==> src/hdl/sed_pkg.sv <==
package sed_pkg;

  localparam int unsigned CharW  = 8;
  localparam int unsigned ValueW = 12;
  localparam int unsigned StatW  = 2;
  localparam int unsigned CntW   = 2;
  localparam int unsigned QDepth = 2;
  localparam int unsigned QPtrW  = $clog2(QDepth);
  localparam int unsigned QCntW  = $clog2(QDepth + 1);

  localparam logic [CntW-1:0] LastDigit = CntW'(3);

  localparam logic [CharW-1:0] ChQuote = 8'd34;
  localparam logic [CharW-1:0] ChNul   = 8'd0;
  localparam logic [CharW-1:0] ChLf    = 8'd10;
  localparam logic [CharW-1:0] ChBslash = 8'd92;
  localparam logic [CharW-1:0] ChLowR  = 8'd114;
  localparam logic [CharW-1:0] ChLowN  = 8'd110;
  localparam logic [CharW-1:0] ChLowT  = 8'd116;
  localparam logic [CharW-1:0] ChLowX  = 8'd120;
  localparam logic [CharW-1:0] ChUpX   = 8'd88;

  localparam logic [ValueW-1:0] ValCr  = 12'd13;
  localparam logic [ValueW-1:0] ValLf  = 12'd10;
  localparam logic [ValueW-1:0] ValTab = 12'd9;

  typedef enum logic [StatW-1:0] {
    STAT_OK      = 2'd0,
    STAT_NUL     = 2'd1,
    STAT_NEWLINE = 2'd2,
    STAT_UNKNOWN = 2'd3
  } status_e;

  typedef enum logic [4:0] {
    MODE_NORMAL = 5'b00001,
    MODE_ESC    = 5'b00010,
    MODE_OCT    = 5'b00100,
    MODE_HEX0   = 5'b01000,
    MODE_HEX    = 5'b10000
  } mode_e;

  typedef struct packed {
    logic [ValueW-1:0] value;
    logic              is_end;
    status_e           status;
  } result_t;

  // one queue entry: everything one input word produces
  typedef struct packed {
    result_t first;
    result_t second;
    logic    two;
  } entry_t;

endpackage

==> src/hdl/sed_front.sv <==
module sed_front import sed_pkg::*; (
  input  logic             clk_i,
  input  logic             rst_ni,
  input  logic             in_valid_i,
  output logic             in_stall_o,
  input  logic [CharW-1:0] char_in_i,
  input  logic             q_full_i,
  output logic             q_push_o,
  output entry_t           q_entry_o
);

  mode_e             mode_q, mode_d;
  logic [ValueW-1:0] val_q, val_d;
  logic [CntW-1:0]   cnt_q, cnt_d;

  logic              accept;
  logic              emit0;
  result_t           p_res;
  logic              p_emit;
  mode_e             p_mode;
  logic              is_oct;
  logic              is_hex;
  logic [3:0]        hex_d;
  logic [CntW-1:0]   cnt_inc;
  logic [ValueW-1:0] oct_val;
  logic [ValueW-1:0] hex_val;
  entry_t            ent;

  assign in_stall_o = q_full_i;
  assign accept     = in_valid_i && !q_full_i;

  assign is_oct  = (char_in_i >= 8'd48) && (char_in_i <= 8'd55);
  assign cnt_inc = cnt_q + CntW'(1);
  assign oct_val = {val_q[ValueW-4:0], char_in_i[2:0]};
  assign hex_val = {val_q[ValueW-5:0], hex_d};

  always_comb begin
    is_hex = 1'b1;
    hex_d  = 4'd0;
    if (char_in_i >= 8'd48 && char_in_i <= 8'd57) begin
      hex_d = char_in_i[3:0];
    end else if ((char_in_i >= 8'd65 && char_in_i <= 8'd70) ||
                 (char_in_i >= 8'd97 && char_in_i <= 8'd102)) begin
      hex_d = 4'(char_in_i[2:0] + 3'd1) + 4'd8;
    end else begin
      is_hex = 1'b0;
    end
  end

  // plain byte handling
  always_comb begin
    p_res  = '{value: {4'd0, char_in_i}, is_end: 1'b0, status: STAT_OK};
    p_emit = 1'b1;
    p_mode = MODE_NORMAL;
    if (char_in_i == ChQuote) begin
      p_res = '{value: '0, is_end: 1'b1, status: STAT_OK};
    end else if (char_in_i == ChNul) begin
      p_res = '{value: '0, is_end: 1'b1, status: STAT_NUL};
    end else if (char_in_i == ChLf) begin
      p_res.status = STAT_NEWLINE;
    end else if (char_in_i == ChBslash) begin
      p_emit = 1'b0;
      p_mode = MODE_ESC;
    end
  end

  always_comb begin
    mode_d = mode_q;
    val_d  = val_q;
    cnt_d  = cnt_q;
    ent    = '0;
    emit0  = 1'b0;
    unique case (mode_q)
      MODE_ESC: begin
        mode_d = MODE_NORMAL;
        val_d  = '0;
        cnt_d  = '0;
        if (is_oct) begin
          mode_d = MODE_OCT;
          val_d  = {9'd0, char_in_i[2:0]};
          cnt_d  = CntW'(1);
        end else if (char_in_i == ChLowX || char_in_i == ChUpX) begin
          mode_d = MODE_HEX0;
        end else begin
          emit0 = 1'b1;
          ent.first = '{value: {4'd0, char_in_i}, is_end: 1'b0, status: STAT_OK};
          if (char_in_i == ChLowR) begin
            ent.first.value = ValCr;
          end else if (char_in_i == ChLowN) begin
            ent.first.value = ValLf;
          end else if (char_in_i == ChLowT) begin
            ent.first.value = ValTab;
          end else if (char_in_i != ChBslash && char_in_i != ChQuote) begin
            ent.first.status = STAT_UNKNOWN;
          end
        end
      end
      MODE_OCT, MODE_HEX0, MODE_HEX: begin
        if ((mode_q == MODE_OCT && is_oct) || (mode_q != MODE_OCT && is_hex)) begin
          val_d  = (mode_q == MODE_OCT) ? oct_val : hex_val;
          cnt_d  = cnt_inc;
          mode_d = (mode_q == MODE_OCT) ? MODE_OCT : MODE_HEX;
          if (cnt_inc == LastDigit) begin
            emit0     = 1'b1;
            ent.first = '{value: val_d, is_end: 1'b0, status: STAT_OK};
            mode_d    = MODE_NORMAL;
            val_d     = '0;
            cnt_d     = '0;
          end
        end else begin
          // short escape: flush, then the byte as plain
          emit0      = 1'b1;
          ent.first  = '{value: val_q, is_end: 1'b0, status: STAT_OK};
          ent.second = p_res;
          ent.two    = p_emit;
          mode_d     = p_mode;
          val_d      = '0;
          cnt_d      = '0;
        end
      end
      default: begin
        emit0     = p_emit;
        ent.first = p_res;
        mode_d    = p_mode;
      end
    endcase
  end

  assign q_push_o  = accept && emit0;
  assign q_entry_o = ent;

  always_ff @(posedge clk_i or negedge rst_ni) begin
    if (!rst_ni) begin
      mode_q <= MODE_NORMAL;
      val_q  <= '0;
      cnt_q  <= '0;
    end else if (accept) begin
      mode_q <= mode_d;
      val_q  <= val_d;
      cnt_q  <= cnt_d;
    end
  end

endmodule

==> src/hdl/sed_queue.sv <==
module sed_queue import sed_pkg::*; (
  input  logic   clk_i,
  input  logic   rst_ni,
  input  logic   push_i,
  input  entry_t entry_i,
  output logic   full_o,
  input  logic   pop_i,
  output logic   head_valid_o,
  output entry_t head_o
);

  entry_t           mem_q [QDepth];
  logic [QPtrW-1:0] wr_ptr_q, wr_ptr_d;
  logic [QPtrW-1:0] rd_ptr_q, rd_ptr_d;
  logic [QCntW-1:0] cnt_q, cnt_d;
  logic             do_push;
  logic             do_pop;

  assign full_o       = (cnt_q == QCntW'(QDepth));
  assign head_valid_o = (cnt_q != '0);
  assign head_o       = mem_q[rd_ptr_q];
  assign do_push      = push_i && !full_o;
  assign do_pop       = pop_i && head_valid_o;

  always_comb begin
    wr_ptr_d = wr_ptr_q;
    rd_ptr_d = rd_ptr_q;
    cnt_d    = cnt_q;
    if (do_push) begin
      wr_ptr_d = (wr_ptr_q == QPtrW'(QDepth - 1)) ? '0 : wr_ptr_q + QPtrW'(1);
    end
    if (do_pop) begin
      rd_ptr_d = (rd_ptr_q == QPtrW'(QDepth - 1)) ? '0 : rd_ptr_q + QPtrW'(1);
    end
    if (do_push && !do_pop) begin
      cnt_d = cnt_q + QCntW'(1);
    end else if (!do_push && do_pop) begin
      cnt_d = cnt_q - QCntW'(1);
    end
  end

  always_ff @(posedge clk_i) begin
    if (do_push) begin
      mem_q[wr_ptr_q] <= entry_i;
    end
  end

  always_ff @(posedge clk_i or negedge rst_ni) begin
    if (!rst_ni) begin
      wr_ptr_q <= '0;
      rd_ptr_q <= '0;
      cnt_q    <= '0;
    end else begin
      wr_ptr_q <= wr_ptr_d;
      rd_ptr_q <= rd_ptr_d;
      cnt_q    <= cnt_d;
    end
  end

endmodule

==> src/hdl/sed_back.sv <==
module sed_back import sed_pkg::*; (
  input  logic              clk_i,
  input  logic              rst_ni,
  input  logic              head_valid_i,
  input  entry_t            head_i,
  output logic              pop_o,
  output logic              out_valid_o,
  input  logic              out_stall_i,
  output logic [ValueW-1:0] char_value_o,
  output logic              is_end_o,
  output logic [StatW-1:0]  status_o,
  output logic              last_of_item_o
);

  logic    valid_q, valid_d;
  logic    sel_q, sel_d;
  result_t res_q;
  logic    last_q;
  logic    load;
  logic    cur_last;
  result_t cur;

  assign load     = head_valid_i && (!valid_q || !out_stall_i);
  assign cur      = sel_q ? head_i.second : head_i.first;
  assign cur_last = sel_q || !head_i.two;
  assign pop_o    = load && cur_last;

  always_comb begin
    valid_d = valid_q;
    sel_d   = sel_q;
    if (load) begin
      valid_d = 1'b1;
      sel_d   = !cur_last;
    end else if (!out_stall_i) begin
      valid_d = 1'b0;
    end
  end

  always_ff @(posedge clk_i or negedge rst_ni) begin
    if (!rst_ni) begin
      valid_q <= 1'b0;
      sel_q   <= 1'b0;
    end else begin
      valid_q <= valid_d;
      sel_q   <= sel_d;
    end
  end

  always_ff @(posedge clk_i) begin
    if (load) begin
      res_q  <= cur;
      last_q <= cur_last;
    end
  end

  assign out_valid_o    = valid_q;
  assign char_value_o   = res_q.value;
  assign is_end_o       = res_q.is_end;
  assign status_o       = res_q.status;
  assign last_of_item_o = last_q;

endmodule

==> src/hdl/string_escape_decoder.sv <==
// Decodes the body of a quoted string literal, one raw byte per input word, and
// gives one or two result words per byte (none for a backslash, the x or X that
// opens a hex escape, or a digit that does not yet finish a numeric escape). The
// front stage takes a byte in every cycle while its two-entry result queue has
// room; its only loop is the mode/value register update. The back stage sends
// one result word per cycle from an output register while the output is not
// stalled, so a byte that yields two words (a short numeric escape flushed by the
// byte that follows) goes out as two words from one queue entry. An accepted
// byte's first result is registered in the queue, then in the output register.
module string_escape_decoder import sed_pkg::*; (
  input  logic              clk_i,
  input  logic              rst_ni,
  input  logic              in_valid_i,
  output logic              in_stall_o,
  input  logic [CharW-1:0]  char_in_i,
  output logic              out_valid_o,
  input  logic              out_stall_i,
  output logic [ValueW-1:0] char_value_o,
  output logic              is_end_o,
  output logic [StatW-1:0]  status_o,
  output logic              last_of_item_o
);

  logic   q_push;
  logic   q_full;
  logic   q_pop;
  logic   q_head_valid;
  entry_t q_entry;
  entry_t q_head;

  sed_front u_front (
    .clk_i      (clk_i),
    .rst_ni     (rst_ni),
    .in_valid_i (in_valid_i),
    .in_stall_o (in_stall_o),
    .char_in_i  (char_in_i),
    .q_full_i   (q_full),
    .q_push_o   (q_push),
    .q_entry_o  (q_entry)
  );

  sed_queue u_queue (
    .clk_i        (clk_i),
    .rst_ni       (rst_ni),
    .push_i       (q_push),
    .entry_i      (q_entry),
    .full_o       (q_full),
    .pop_i        (q_pop),
    .head_valid_o (q_head_valid),
    .head_o       (q_head)
  );

  sed_back u_back (
    .clk_i          (clk_i),
    .rst_ni         (rst_ni),
    .head_valid_i   (q_head_valid),
    .head_i         (q_head),
    .pop_o          (q_pop),
    .out_valid_o    (out_valid_o),
    .out_stall_i    (out_stall_i),
    .char_value_o   (char_value_o),
    .is_end_o       (is_end_o),
    .status_o       (status_o),
    .last_of_item_o (last_of_item_o)
  );

endmodule
==> config.mk <==
export PLATFORM = sky130hd
export DESIGN_NAME = string_escape_decoder
export DESIGN_NICKNAME = d
export VERILOG_FILES = /design/src/hdl/sed_pkg.sv /design/src/hdl/sed_front.sv /design/src/hdl/sed_queue.sv /design/src/hdl/sed_back.sv /design/src/hdl/string_escape_decoder.sv
export SDC_FILE = /design/constraint.sdc
export NUM_CORES = 1
export LEC_CHECK = 0
export ABC_AREA = 1
export BUFFER_PORTS_ARGS = -buffer_cell sky130_fd_sc_hd__buf_4
export CAP_MARGIN = 25
export CORE_MARGIN = 10
export CORE_UTILIZATION = 25
export CTS_CLUSTER_SIZE = 8
export DETAILED_ROUTE_END_ITERATION = 12
export GPL_TIMING_DRIVEN = 0
export SKIP_CTS_REPAIR_TIMING = 1
export SYNTH_ARGS = -nofsm -noshare
export SYNTH_HDL_FRONTEND = slang
export SYNTH_SLANG_ARGS = --single-unit
==> constraint.sdc <==
create_clock -name clk_i -period 4.6 [get_ports clk_i]
set_input_delay 0.46 -clock clk_i [delete_from_list [all_inputs] [get_ports clk_i]]
set_output_delay 0.46 -clock clk_i [all_outputs]
set_load 0.1 [all_outputs]
---- Yosys cells after proc, flatten, opt, wreduce, memory -nomap -nowiden ----
Memory sizes are Yosys's and may differ from the RTL's.
Index checks and enable logic that the tools add are counted.
storage, ports and cells
  register bits after elaboration ......... 41
  RAM bits ................................ 62
  output and inout bits ................... 18
  logic and storage cells ................. 137
  memories kept ........................... 1
operators by class
  $add $sub $neg .......................... 7
  order comparisons ....................... 7
  equal/unequal tests ..................... 18
  multiplexer cells ....................... 59
  reduce and logical (&&, ||, !) cells .... 33
memories
  memory         words  bits a word  rd ports  clocked after memory_dff  wr ports  RTL line         source
  u_queue.mem_q  2      31           1         0                         1         sed_queue.sv:12  entry_t mem_q [QDepth];
operators by type and width
  kind                number
  $mux 15             6
  $mux 12             5
  $eq 8x7->1 const B  6
  $mux 5              7
  $mux 16             2
  $pmux 15 s2         1
  $pmux 12 s2         1
  $mux 2              11
  $mux 1              17
  $ge 8x7->1 const B  2
  $le 8x6->1 const B  2
  $le 8x7->1 const B  2
  $logic_and 1x1->1   15
  $mux 4              3
  $pmux 5 s2          1
  $mux 9              1
  $eq 8x4->1 const B  1
  $eq 8x6->1 const B  1
  $ge 8x6->1 const B  1
  $logic_not 8->1     1
  $mux 8              1
  $ne 8x6->1 const B  1
  $ne 8x7->1 const B  1
  $logic_not 1->1     7
  other kinds (19)    28

---- Logic depth before layout (Yosys ltp) ----
Gate-level depths: netlist of run 1.
  depth after elaboration ................. 15
  mapped depth ............................ 17
  gate-level depth less buffers ........... 17

---- By module ----
Synthesis of run 1 repeated with hierarchy kept, for this count alone.
second synthesis, totals
  cells, all modules ...................... 566
  area total of the unflattened synthesis .. 5,241.3 um^2
by module, submodules not included
  module     times used  cells each  area each (um^2)  sequential area each (um^2)
  sed_queue  1           194         2,519.9           1,961.9
  sed_front  1           296         1,928.1           476.7
  sed_back   1           76          793.3             530.5

---- Least setup slack after synthesis of run 1 ----
OpenSTA, ideal clock, no wires.
  kind .................................... input port to flip-flop
  start ................................... input port char_in_i[0]
  end ..................................... memory u_queue.mem_q[1][0] (netlist bit), enable pin
  arrival time ............................ 2.704 ns
  slack ................................... 1.486 ns
  stages .................................. 13
  buffers on the path ..................... 0
  cells stage by stage .................... inv_1 ha_1 inv_1 nand3_1 inv_1 nor2_2 nor2_4 nand2_4 nand3_2 nand2_4 nand2_2 nand2_2 nor2_1
between the ends
  longest elaborated chain between the ends .. 13
  elaborated cells on any way between the ends .. 36
  classes of those cells .................. 7 x order compare; 5 x eq/ne; 12 x mux; 12 x reduce/logical
RTL lines
  item                                         RTL line                          source
  start: declaration                           string_escape_decoder.sv:15       input logic [CharW-1:0] char_in_i,
  $ge 8x7->1 (tied with other cells)           sed_front.sv:42                   end else if ((char_in_i >= 8'd65 && char_in_i <= 8'd70) ||
  $logic_and 1x1->1, on equally long branches  sed_front.sv:42, sed_front.sv:43
  $logic_or 1x1->1                             sed_front.sv:42
  $mux 1                                       sed_front.sv:42
  $mux 1                                       sed_front.sv:40                   if (char_in_i >= 8'd48 && char_in_i <= 8'd57) begin
  $logic_and 1x1->1                            sed_front.sv:99                   if ((mode_q == MODE_OCT && is_oct) || (mode_q != MODE_OCT && is_hex)) begin
  $logic_or 1x1->1                             sed_front.sv:99
  $mux 1                                       sed_front.sv:99
  $pmux 1 s2 *                                 sed_front.sv:73                   unique case (mode_q)
  $logic_and 1x1->1 *                          sed_front.sv:129                  assign q_push_o = accept && emit0;
  $logic_and 1x1->1 *                          sed_queue.sv:22                   assign do_push = push_i && !full_o;
  $mux 1 *                                     sed_queue.sv:43                   if (do_push) begin
  $mux 1 (implied by the code) *               sed_queue.sv:44                   mem_q[wr_ptr_q] <= entry_i;
  end: declaration                             sed_queue.sv:12
Every way passes the cells marked *; elsewhere a longest branch is shown, timed or not.

---- Final worst setup path of run 1 ----
  start ................................... register u_front.mode_q[0]
  end ..................................... memory u_queue.mem_q[1][5] (netlist bit), enable pin
between the ends
  longest elaborated chain between the ends .. 9
  elaborated cells on any way between the ends .. 15
  classes of those cells .................. 5 x eq/ne; 4 x mux; 6 x reduce/logical
RTL lines
  item                                             RTL line                          source
  start: declaration                               sed_front.sv:12                   mode_e mode_q, mode_d;
  start signal: assignment                         sed_front.sv:138                  mode_q <= mode_d;
  $eq 5x3->1 / $ne 5x3->1 (equally long branches)  sed_front.sv:73, sed_front.sv:99
  $logic_and 1x1->1                                sed_front.sv:99
  $logic_or 1x1->1                                 sed_front.sv:99
  $mux 1                                           sed_front.sv:99
  $pmux 1 s2 *                                     sed_front.sv:73
  $logic_and 1x1->1 *                              sed_front.sv:129
  $logic_and 1x1->1 *                              sed_queue.sv:22
  $mux 1 *                                         sed_queue.sv:43
  $mux 1 (implied by the code) *                   sed_queue.sv:44
Marked as above.

==> flow_metrics.py, run 1 <==
metrics = {
    "run_status": {
        "status": "completed",
    },
    "critical_path": {
        "r2r-end": "u_queue.mem_q[1][5]",
        "cp.arrival_ns": 2.79,
        "start_kind": "flop",
        "worstSetupPathType": "reg2reg",
        "crit_fanout": 16,
        "cp.required_ns": 4.66,
        "reg2regPathDepth": 12,
        "rrSetupSlack_ns": 1.87,
        "end_kind": "flop",
        "timing.rr.start": "u_front.mode_q[0]",
    },
    "clock_tree": {
        "htree_levels": 3,
        "insertion_delay_ns": 0.36,
        "cts_buffer_depth": 2,
        "clkSlewWorstSetupHoldPaths_ns": 0.07,
        "cts_tree": "built",
        "numCtsBuffers": 9,
        "root_buffer": "clkbuf_16",
        "clock-sinks": 95,
    },
    "final_layout": {
        "nFillCells": 1912,
        "nNetsFinal": 551,
        "fin_util_pct": 30.5,
        "area_delta_synth_final_pct": 18.6,
        "final_area_um2": 5530,
        "drive_gt1_share_pct": 14.5,
    },
    "placed_design": {
        "portBuffers": 28,
        "place_congestion": 0.858,
        "dpl.hpwl_um": 8370,
        "place_area_um2": 5220,
    },
    "yosys": {
        "yosys_warnings": 0,
        "yosys.area.top_type": "edfxtp_1",
        "synth-seq-cells": 95,
        "syn_area_per_cell_um2": 9.46,
        "synth_top_cell_area_share_pct": 45.1,
        "ys_top_cells_by_area": "edfxtp_1 (45%), dfrtp_1 (13%), nor2_1 (6.6%)",
        "ys_seq_area_share_pct": 58.5,
        "netlist_area_um2": 4660,
        "synth_cells": 493,
        "synthDistinctLibCells": 36,
        "synth.net_count": 510,
    },
    "floorplan": {
        "io_pins": 30,
        "rows": 49,
        "fp.dieH_um": 157,
        "fp.dieW_um": 157,
        "start_util_pct": 25.7,
        "core-area_um2": 18100,
        "die_area_um2": 24500,
    },
    "timing": {
        "period_share_pct": 59.4,
        "tightestPinTransition_ns": 0.781,
        "rsz0062_at_grt": "no",
        "finalSetupViolations": 0,
        "setup_tns_ns": 0,
        "fmax_mhz": 366,
        "hold_viol": 0,
        "relSlewSlack_pct": 47.9,
        "clock_skew_ns": 0.0110,
        "period_needed_ns": 2.73,
        "drv_slew": 0,
    },
    "grt": {
        "grt_start_max_net_pins": 26,
        "grt_overflow": 0,
        "antenna_found_initial": 1,
        "grt_pass1_wl_um": 17900,
        "grt_usage_pct": 9.37,
        "grt_pass1_vias": 3375,
    },
    "worst_hold_path": {
        "hold_path_class": "in2async",
    },
    "detailed_routing": {
        "firstDrtPassIters": 4,
        "wl_um": 11200,
        "vias": 3438,
        "drc": 0,
        "via_per_inst": 4.47,
        "drt_iter0_drc": 266,
        "final_antenna_net_count": 0,
        "wl_per_cell_um": 14.5,
    },
    "pwr": {
        "ir_drop_mv": 0.205,
        "leakage_nw": 2.30,
        "p_per_area_nw_per_um2": 707,
    },
    "flow_run": {
        "drv_cap": 0,
    },
}
## registers in the layout, indices dropped and copies added, names as in the netlist, 2 cells and up
register,cells
u_back.char_value_o,12
u_back.status_o,2
u_front.cnt_q,2
u_front.mode_q,5
u_front.val_q,12
u_queue.cnt_q,2
u_queue.mem_q,54
## synthesized netlist by cell type, drive strengths merged
master,count
a21oi,7
o31ai,1
a22oi,2
ha,5
clkbuf,7
nand3b,1
nand3,40
and2,1
nand4,6
inv,57
edfxtp,70
o21ai,63
xor2,3
clkinv,2
nand2,87
buf,7
dfstp,1
o22ai,15
xnor2,1
dfrtp,24
o2111ai,1
nor2,85
nor3,7
## how the worst max path moves through the flow
stage                      start              endpoint  slack [ns]
2_1_floorplan       char_in_i[0]   u_queue.mem_q[1][0]        1.49
3_3_place_gp        char_in_i[0]  u_queue.mem_q[1][20]        0.46
3_5_place_dp        char_in_i[0]  u_queue.mem_q[1][20]        1.47
4_1_cts        u_front.mode_q[0]  u_queue.mem_q[1][20]        1.80
5_1_grt             char_in_i[0]  u_queue.mem_q[1][20]        1.63
6_report       u_front.mode_q[0]   u_queue.mem_q[1][5]        1.87
## worst max-delay path: stages (launching register included)
cell     delay (ns)
dfstp_2        0.56
nor2_1         0.05
nand3_1        0.11
buf_4          0.21
nand2_8        0.09
inv_4          0.10
nand2_4        0.09
o21ai_0        0.12
inv_1          0.09
nand2_2        0.09
nand2_2        0.07
nor2_2         0.61
buf_16         0.23
## cells in the final DEF, fill, tap and decap left out, drive strengths merged, types with 2 or more instances in the layout
master	n
a21oi	7
a22oi	2
buf	37
clkbuf	16
clkinv	4
dfrtp	24
edfxtp	70
ha	5
inv	60
nand2	87
nand3	40
nand4	6
nor2	85
nor3	7
o21ai	63
o22ai	15
xor2	3
## report_power, final
part / internal [mW] / switching [mW] / total, mW
Sequential: 1.33 / 0.106 / 1.43
Combinational: 0.412 / 1.28 / 1.69
Clock: 0.433 / 0.353 / 0.786
## cell type report
cell class                 count  area, µm²  area share [%]
tap                          229        287            5.18
inverter                      59        229            4.14
timing repair buffer          30        265            4.80
antenna                        1       2.50          0.0452
sequential                    95       2730            49.3
buffer                        14       91.3            1.65
clock inverter                 7       86.3            1.56
multi-input combinational    325       1620            29.2
clock buffer                   9        225            4.07
## stage by stage
stage	instances	setup slack, ns	hold slack [ns]	power [mW]
2_1_floorplan	493	1.49	0.164	2.71
3_3_place_gp	750	0.465	0.391	3.10
3_5_place_dp	752	1.47	0.406	3.18
4_1_cts	768	1.80	0.0203	3.97
5_1_grt	769	1.63	0.0307	4.15
6_report	769	1.87	0.00936	3.91
## cell families after synthesis
logic type	share of synthesized area, %
AOI/OAI and AO/OA	10.5
DFF	58.5
xor gates and xnor gates	0.751
buffers and inverters	6.87
adders and majority gates	1.34
and+or+nand+nor	22.1
## metal layers
layer	wire length, µm	track usage, %	vias up	part of all wire [%]
met5	0	0	-	0
met4	224	3.82	0	2.0
met2	5160	14.9	53	46
met1	5210	11.7	1620	47
met3	574	2.82	13	5.1
li1	-	-	1752	-
No activity file was read; power rests on OpenSTA's default activity.
==> inputs of run 2 (changes only) <==
Clock period 4.6 ns to 2.7 ns, I/O delays scaled along.
==> flow_metrics.py, run 2 (synthesis gave the netlist of run 1 again) <==
metrics = {
    "grt": {
        "grt_start_max_net_pins": 28,
        "met1_usage_pct": 11.9,
        "use_met3_pct": 2.69,
        "use_met2_pct": 15.0,
        "grt_pass1_wl_um": 18100,
        "grt_overflow": 0,
        "grt_pass1_vias": 3419,
        "grt_usage_pct": 9.41,
        "antenna_found_initial": 0,
        "top_usage_layer": "met2",
    },
    "floorplan": {
        "fp.dieH_um": 157,
        "core-area_um2": 18100,
        "io_pins": 30,
        "start_util_pct": 25.7,
        "fp.dieW_um": 157,
        "rows": 49,
        "die_area_um2": 24500,
    },
    "worst_hold_path": {
        "hold_path_class": "in2reg",
        "worstHoldPathCells": 3,
    },
    "flow_run": {
        "drv_cap": 0,
    },
    "timing": {
        "rsz0062_at_grt": "no",
        "setup_tns_ns": 0,
        "period_share_pct": 91.2,
        "tightestPinTransition_ns": 0.648,
        "relSlewSlack_pct": 56.7,
        "period_needed_ns": 2.46,
        "clock_skew_ns": 0.0125,
        "hold_viol": 0,
        "fmax_mhz": 406,
        "finalSetupViolations": 0,
        "drv_slew": 0,
    },
    "critical_path": {
        "cp.required_ns": 2.92,
        "reg2regPathDepth": 14,
        "path_delay_family": "simple AND/OR/NAND/NOR gates",
        "end_kind": "flop",
        "worstSetupPathType": "reg2reg",
        "slowest_delay_ns": 0.56,
        "start_kind": "flop",
        "critPathMostFrequentCell": "nand2_4",
        "critical_path_buf_inv_count": 3,
        "crit_cells": 14,
        "crit_slowest_cell": "dfstp_2",
        "cp.arrival_ns": 2.69,
        "crit_fanout": 10,
        "worstPathCellList": "nor2_1, nand3_1, buf_4, nand2_8, inv_4, nand2_4, nand2_4, o21ai_2, nand2_2, inv_1, ha_1, a21oi_1, o21ai_0, xor2_1",
    },
    "placed_design": {
        "dpl.hpwl_um": 8280,
        "dp_cells": 751,
        "portBuffers": 28,
        "place_congestion": 0.869,
        "place_area_um2": 5190,
    },
    "final_layout": {
        "mostFrequentLayoutCells": "nor2_1 (81), nand2_1 (77), edfxtp_1 (70)",
        "area_delta_synth_final_pct": 19.0,
        "final_common_cell": "nor2_1",
        "final_area_um2": 5550,
        "fin_util_pct": 30.6,
        "largest_reg_flops": 54,
        "diodes": 0,
        "top_register": "u_queue.mem_q",
        "drive_gt1_share_pct": 14.4,
        "nNetsFinal": 553,
        "layout.cells.non_filler": 770,
    },
    "pwr": {
        "p_per_area_nw_per_um2": 1200,
        "ir_drop_mv": 0.303,
        "leakage_nw": 2.30,
    },
    "clock_tree": {
        "clock-sinks": 95,
        "insertion_delay_ns": 0.35,
        "root_buffer": "clkbuf_16",
        "numCtsBuffers": 9,
        "cts_tree": "built",
        "cts_buffer_depth": 2,
        "clkSlewWorstSetupHoldPaths_ns": 0.06,
        "htree_levels": 3,
    },
    "run_status": {
        "status": "completed",
    },
    "detailed_routing": {
        "final_antenna_net_count": 0,
        "wl_per_cell_um": 14.6,
        "firstDrtPassIters": 4,
        "wl_um": 11200,
        "drc": 0,
        "drt_iter0_drc": 236,
        "via_per_inst": 4.58,
        "vias": 3529,
    },
}
## run 2: layer usage
metal  routed length (µm)  vias up
met1                 5030     1689
met2                 5370       68
met4                  201        0
li1                     -     1759
met5                    0        -
met3                  616       13
## run 2: where the power goes
group          total [mW]  switching (mW)  internal, mW
clock network        1.28           0.557         0.725
registers            2.44           0.177          2.26
logic                2.93            2.21         0.729
## run 2: worst reg2reg max path, cell delays in order (launching register included)
cell     delay (ns)
dfstp_2        0.56
nor2_1         0.05
nand3_1        0.11
buf_4          0.20
nand2_8        0.09
inv_4          0.10
nand2_4        0.09
nand2_4        0.15
o21ai_2        0.11
nand2_2        0.13
inv_1          0.05
ha_1           0.30
a21oi_1        0.13
o21ai_0        0.12
xor2_1         0.15
## run 2: final timing paths
path	slack [ns]	end	start
worst max register to register	0.24	u_queue.cnt_q[1]	u_front.mode_q[0]
max in group asynchronous	2.02	u_front.mode_q[0]	rst_ni
worst max-delay path	0.24	u_queue.cnt_q[1]	u_front.mode_q[0]
worst min register to register	0.48	u_queue.wr_ptr_q	u_queue.wr_ptr_q
worst min-delay path	0.15	u_back.out_valid_o	out_stall_i
min in group asynchronous	0.36	u_front.val_q[0]	rst_ni
## run 2: layout make-up
| cell class | count | area [µm²] |
|---|---|---|
| fillers | 1888 | 12600 |
| clock buffers | 10 | 229 |
| clock inverters | 6 | 68.8 |
| plain buffers | 14 | 91.3 |
| inverters | 59 | 229 |
| repair buffers | 32 | 295 |
| flip-flops and latches | 95 | 2730 |
| well taps | 229 | 287 |
| multi-input cells | 325 | 1620 |
## run 2: through the flow
stage	hold WS (ns)	setup slack (ns)	power (mW)
floorplan	-0.0256	0.222	4.61
global placement	0.204	-0.549	5.29
detailed placement	0.213	-0.293	5.36
CTS	-0.167	-0.153	6.65
global route	0.188	0.0172	7.07
finish	0.152	0.238	6.66
